### src/rtl/assert_macros.svh
// Assertion macros shared by the stack machine RTL.
`ifndef ASSERT_MACROS_SVH
`define ASSERT_MACROS_SVH
// Implication checked on every rising clock edge outside reset.
`define SME_ASSERT_IMPLY(label, clk, rst, ante, cons, msg) \
   label: assert property (@(posedge clk) disable iff (rst) (ante) |-> (cons)) \
      else $error(msg);
// Next-cycle implication checked outside reset.
`define SME_ASSERT_NEXT(label, clk, rst, ante, cons, msg) \
   label: assert property (@(posedge clk) disable iff (rst) (ante) |=> (cons)) \
      else $error(msg);
`endif

### src/rtl/sme_pkg.sv
// Shared types and codes for the stack machine executor.
package sme_pkg;
   typedef enum logic [3:0] {
      OP_PUSH_IMM = 4'd0, OP_PUSH_REG = 4'd1, OP_POP = 4'd2, OP_POP_REG = 4'd3,
      OP_IN = 4'd4, OP_OUT = 4'd5, OP_ADD = 4'd6, OP_SUB = 4'd7, OP_MUL = 4'd8,
      OP_DIV = 4'd9, OP_SQRT = 4'd10, OP_SIN = 4'd11, OP_COS = 4'd12,
      OP_END = 4'd13, OP_ILL14 = 4'd14, OP_ILL15 = 4'd15
   } opcode_type;

   typedef enum logic [2:0] {
      ST_OK = 3'd0, ST_UNDERFLOW = 3'd1, ST_OVERFLOW = 3'd2, ST_DIV_ZERO = 3'd3,
      ST_NEG_ROOT = 3'd4, ST_ILLEGAL = 3'd5, ST_HALTED = 3'd6
   } status_type;

   typedef enum logic [2:0] {
      EX_IDLE, EX_READ, EX_EXEC, EX_DIV, EX_SQRT, EX_DONE
   } exec_state_type;

   // Classified instruction handed from the front end to the back end.
   typedef struct packed {
      opcode_type  opcode;
      logic [1:0]  reg_index;
      logic [31:0] immediate;
      logic [31:0] in_value;
   } instr_type;

   // Control between the back end and its iterative unit.
   typedef struct packed {
      logic start;
      logic is_div;
   } iter_ctrl_type;
endpackage

### src/rtl/sme_front.sv
// Front end: takes instruction transfers into a two-entry queue.
module sme_front (
   input  logic               clock,
   input  logic               reset,
   input  logic               req_valid,
   output logic               req_stall,
   input  logic [3:0]         req_opcode,
   input  logic [1:0]         req_reg_index,
   input  logic [31:0]        req_immediate,
   input  logic [31:0]        req_in_value,
   output logic               q_valid,
   output sme_pkg::instr_type q_instr,
   input  logic               q_pop
);
   import sme_pkg::*;

   instr_type  slot_ff [2];
   logic [1:0] count_ff, count_in;
   logic       rd_ff, rd_in, wr_ff, wr_in;
   logic       push;
   instr_type  item;

   assign req_stall = count_ff[1];
   assign push      = req_valid && !req_stall;
   assign q_valid   = count_ff != 2'd0;
   assign q_instr   = slot_ff[rd_ff];
   assign item      = '{opcode: opcode_type'(req_opcode), reg_index: req_reg_index,
                        immediate: req_immediate, in_value: req_in_value};

   always_comb begin
      count_in = count_ff + {1'b0, push} - {1'b0, q_pop && q_valid};
      rd_in    = rd_ff ^ (q_pop && q_valid);
      wr_in    = wr_ff ^ push;
   end

   always_ff @(posedge clock) begin
      if (reset) begin
         count_ff <= 2'd0;
         rd_ff    <= 1'b0;
         wr_ff    <= 1'b0;
      end else begin
         count_ff <= count_in;
         rd_ff    <= rd_in;
         wr_ff    <= wr_in;
      end
      if (push) slot_ff[wr_ff] <= item;
   end

`include "assert_macros.svh"
   `SME_ASSERT_IMPLY(a_no_overfill, clock, reset, count_ff == 2'd2, !push, "queue overfilled")
   `SME_ASSERT_NEXT(a_count_step, clock, reset, push && !(q_pop && q_valid),
      count_ff == $past(count_ff) + 2'd1, "queue count did not advance")
   `SME_ASSERT_IMPLY(a_count_range, clock, reset, 1'b1, count_ff <= 2'd2, "queue count out of range")
endmodule

### config.mk
export PLATFORM = sky130hd
export DESIGN_NAME = sme_front
export DESIGN_NICKNAME = d
export VERILOG_FILES = /design/src/rtl/sme_pkg.sv /design/src/rtl/sme_front.sv
export VERILOG_INCLUDE_DIRS = /design/src /design/src/rtl
export SDC_FILE = /design/constraint.sdc
export NUM_CORES = 1
export LEC_CHECK = 0
export BUFFER_PORTS_ARGS = -buffer_cell sky130_fd_sc_hd__buf_4
export CAP_MARGIN = 20
export CORE_AREA = 3 3 133 135
export CTS_CLUSTER_SIZE = 14
export DETAILED_ROUTE_END_ITERATION = 8
export DIE_AREA = 0 0 136 138
export PLACE_DENSITY = 0.59
export RECOVER_POWER = 50
export SKIP_LAST_GASP = 1
export SYNTH_ARGS = -nofsm -noshare
export SYNTH_HDL_FRONTEND = slang
export SYNTH_SLANG_ARGS = --single-unit
### constraint.sdc
create_clock -name clock -period 3.62 [get_ports clock]
set_input_delay 0.724 -clock clock [delete_from_list [all_inputs] [get_ports clock]]
set_output_delay 0.724 -clock clock [all_outputs]
set_load 0.005 [all_outputs]
* After elaboration in Yosys (flattened, before gate mapping)
Memories as Yosys holds them, arrays and structs flattened. A register that Yosys moved wholly into a read port is not among the register bits.
Cells that the tools add are included.
** Storage, ports and cells
- Memories kept :: 1
- Memory bits (writable) :: 140
- Flip-flop bits (word level) :: 4
** Operators by class
- Reduce and logical (&&, ||, !) cells :: 4
- Multiplexer cells :: 3
- Add/subtract/negate cells :: 2
- Bitwise gates (word level) :: 2
** Memories
- slot_ff :: words 2, width 70, read ports 1, clocked after Yosys merged registers in 1, wr ports 1, RTL line sme_front.sv:17 : instr_type slot_ff [2];
** Operator list (count)
- 1-bit two-way mux :: 3
- 2-bit by 1-bit adder with 2-bit output :: 1
- 1-bit logical AND :: 2
- 2-bit nonzero test :: 1
- 2-bit by 1-bit subtractor with 2-bit output :: 1
- 1-bit XOR :: 2
- 1-bit zero test :: 1

* Depth between registers and ports, before layout
- Depth in word-level cells :: 4
- Gate-level depth with buffers :: 6
- Depth with buffers taken out :: 6

* Worst setup path before layout
Ideal clock, no wire load.
- Path kind :: input to register
- Start :: input port req_valid
- End :: memory slot_ff[0][0] (netlist name), enable pin
- Cell stages on the path :: 2
- Path buffers :: 0
- Arrival time :: 2.616 ns
- Setup slack :: 0.568 ns
- Data required time :: 3.184 ns
- Cells stage by stage :: nor2b_1 -> ha_1
** On the way
- Longest elaborated chain between the ends :: 3
** Ends and longest elaborated chain
- start: declaration :: RTL line sme_front.sv:5 : input logic req_valid,
- 1-bit logical AND :: RTL line sme_front.sv:24 : assign push = req_valid && !req_stall;
- 1-bit two-way mux :: RTL line sme_front.sv:46 : if (push) slot_ff[wr_ff] <= item;
- 1-bit two-way mux (implied by the code) :: RTL line sme_front.sv:46
- end: declaration :: RTL line sme_front.sv:17
No other way between the ends.

==> flow_summary.toml <==
[pwr]
ir_drop_uv = 400.3
intPower_mw = 3.787
netSwitchingPower_mw = 1.077
p_seq_frac = 0.441
power.static_leakage_nw = 2.797
pwr_density_cell_mw_per_mm2 = 658.6
pwr-share-comb = 0.197
power_frac_clock = 0.363
power_switching_share = 0.2214

[logic_synthesis]
synth_common_cells = "140 x edfxtp_1, 69 x mux2_4, 7 x buf_12"
syn_area_per_cell_um2 = 23.32
synth_area_mm2 = 0.005620
synth_area_leaders = "edfxtp_1 75%, mux2_4 18%, buf_12 2.5%"
async_flop_share = 0
syn_nets = 317
ys_warn_count = 0
yosys.area.top_type = "edfxtp_1"
ys_seq_elements = 144
synth_enable_flop_cells = 140
synth_cells = 241
ys_seq_area_frac = 0.7622
synth_ff_type = "edfxtp_1"
synthDistinctLibCells = 20
synth_top_area_frac = 0.7480
synth_most_common_cell = "edfxtp_1"

[die]
fp-row-count = 47
die-width_um = 136
core_area_mm2 = 0.01658
start_util = 0.3389
die_y_um = 138
die_area_mm2 = 0.01877
io_pins = 146

[layout]
n_fill_cell = 1489
multi_input_comb_area_mm2 = 0.001186
drive_gt1_frac = 0.5388
syn_to_final_growth_pct = 31.39
fin_nets = 476
diodes = 0
regArea_mm2 = 0.004288
final_cells = 632

[status]
status = "finished, final reports clean"

[routing]
firstDrtPassIters = 4
drcViolationCount = 0
drt-total-wl_um = 10060
via_per_inst = 4.255
vias = 2689
wl_per_cell_um = 15.91
ant_nets = 0
drt_iter0_drc = 97

[worst_hold_path]
min_to = "wr_ff$_SDFF_PP0_"
min_path_type = "input port to flop"
hold_path_depth = 2
hold_path.startpoint = "reset"

[setup_path]
r2r_slack_ns = 1.29
critPathRequiredTime_ns = 2.90
rr_endpoint = "slot_ff[0][28]$_DFFE_PP_"
rr_worst_depth = 3
crit_type = "flop to output pin"
r2r_start = "count_ff[1]$_SDFF_PP0_"
critPathCaptureType = "output pin"
crit_fanout = 33
cp-start-kind = "flop"
worst_ep_arrival_time_ns = 2.02

[clocking]
cts_buffers = 17
cts_resized = 0
cts_buffer_depth = 2
htreeDepth = 4
root_buffer = "clkbuf_16"
cts_tree = "built"
cts_num_sinks = 144
clk_pin_slew_ns = 0.06
clock_latency_ns = 0.40
cts_hold_buf = 0
postCtsSetupBuffers = 0

[timing]
rsz0062_at_grt = "false"
slew_viol_final = 0
period_needed_ns = 2.745
period_share = 0.7582
clock.fmax_mhz = 364.3
fin_skew_ns = 0.007873
hold_violations = 0
setup_viol = 0
totalNegativeSetupSlack_ns = 0
slew_headroom = 0.1605
tightestPinTransition_ns = 1.259

[grt]
grt_pass1_vias = 2978
grt_pass1_wl_um = 15690
grt_usage = 0.1109
antenna_found_initial = 0
grt_max_degree = 71
grt_remaining_overflow = 0

[placed_design]
io_buffers = 145
dpl.cell_count = 601
place_congestion = 0.6636

[run]
cap_violations = 0
-- how the worst max path moves through the flow --
stage                     cells after the start             start                        to
after floorplan                               2         req_valid   slot_ff[0][0]$_DFFE_PP_
after global placement                        3         req_valid  slot_ff[1][43]$_DFFE_PP_
after detailed placement                      3         req_valid  slot_ff[1][43]$_DFFE_PP_
after CTS                                     3  rd_ff$_SDFF_PP0_               q_instr[14]
after global routing                          3  rd_ff$_SDFF_PP0_               q_instr[41]
final                                         3  rd_ff$_SDFF_PP0_               q_instr[41]
-- registers in the layout, summed over array words and instances, names as in the netlist --
register	flops
count_ff	2
rd_ff	1
slot_ff	140
wr_ff	1
-- power by group through the flow --
| stage | registers (mW) | clock network [mW] | logic, mW |
|---|---|---|---|
| finish | 2.14 | 1.76 | 0.956 |
| global route | 2.17 | 1.89 | 1.04 |
| CTS | 2.15 | 1.81 | 1.01 |
| detailed placement | 2.18 | 0 | 1.00 |
| global placement | 2.17 | 0 | 0.994 |
| floorplan | 2.12 | 0 | 0.645 |
-- metal layers --
layer,vias to the layer above,global-route usage,part of all wire
met3,8,0.05160,0.077
met4,0,0.03501,0.011
li1,1278,-,-
met2,86,0.1828,0.51
met1,1317,0.1282,0.40
met5,-,0,0
-- cell type report --
| type | count | share of cell area |
|---|---|---|
| Sequential cell | 144 | 0.5807 |
| Multi-Input combinational cell | 88 | 0.1606 |
| Timing Repair Buffer | 148 | 0.1396 |
| Clock buffer | 19 | 0.05862 |
| Tap cell | 220 | 0.03728 |
| Clock inverter | 12 | 0.02270 |
| Inverter | 1 | 0.0005083 |
-- layout by cell type (no fill, tap or decap), drive strengths merged --
master    netlist  layout
nor3            2       2
xor2            1       1
nand3           1       1
mux2           70      70
ha              2       2
o21a            2       2
o22a            1       1
clkbuf          0      90
and2            1       1
nor2            2       2
clkinv          0       7
clkinvlp        0       1
buf             8      77
nor2b           3       3
inv             1       1
o21ai           1       1
or2             1       1
and4bb          1       1
dfxtp           4       4
bufinv          0       4
edfxtp        140     140
-- metrics by stage --
step	hold slack (ns)	power, mW	util	area (µm²)	worst slack, ns
CTS	0.4771	4.967	0.4522	7500	0.8185
global placement	0.5815	3.167	0.4160	6899	1.220
global route	0.4884	5.091	0.4453	7385	0.7727
finish	0.5049	4.863	0.4453	7385	0.8754
detailed placement	0.5974	3.186	0.4160	6899	1.133
floorplan	0.5235	2.767	-	5620	0.5680
-- critical path, stage by stage, from the launching register on --
cell and delay [ns]:
dfxtp_4 0.77, buf_4 0.37, mux2_4 0.33, buf_4 0.13
-- logic make-up after synthesis --
kind of cell,Yosys count,share of synthesized area
flops,144,0.7622
fa+ha+maj,2,0.004452
buf+inv,9,0.02760
compound gates,4,0.005119
xor+xnor,1,0.001559
mux,70,0.1863
simple gates,11,0.01269
Power figures use the tool's default switching activity.
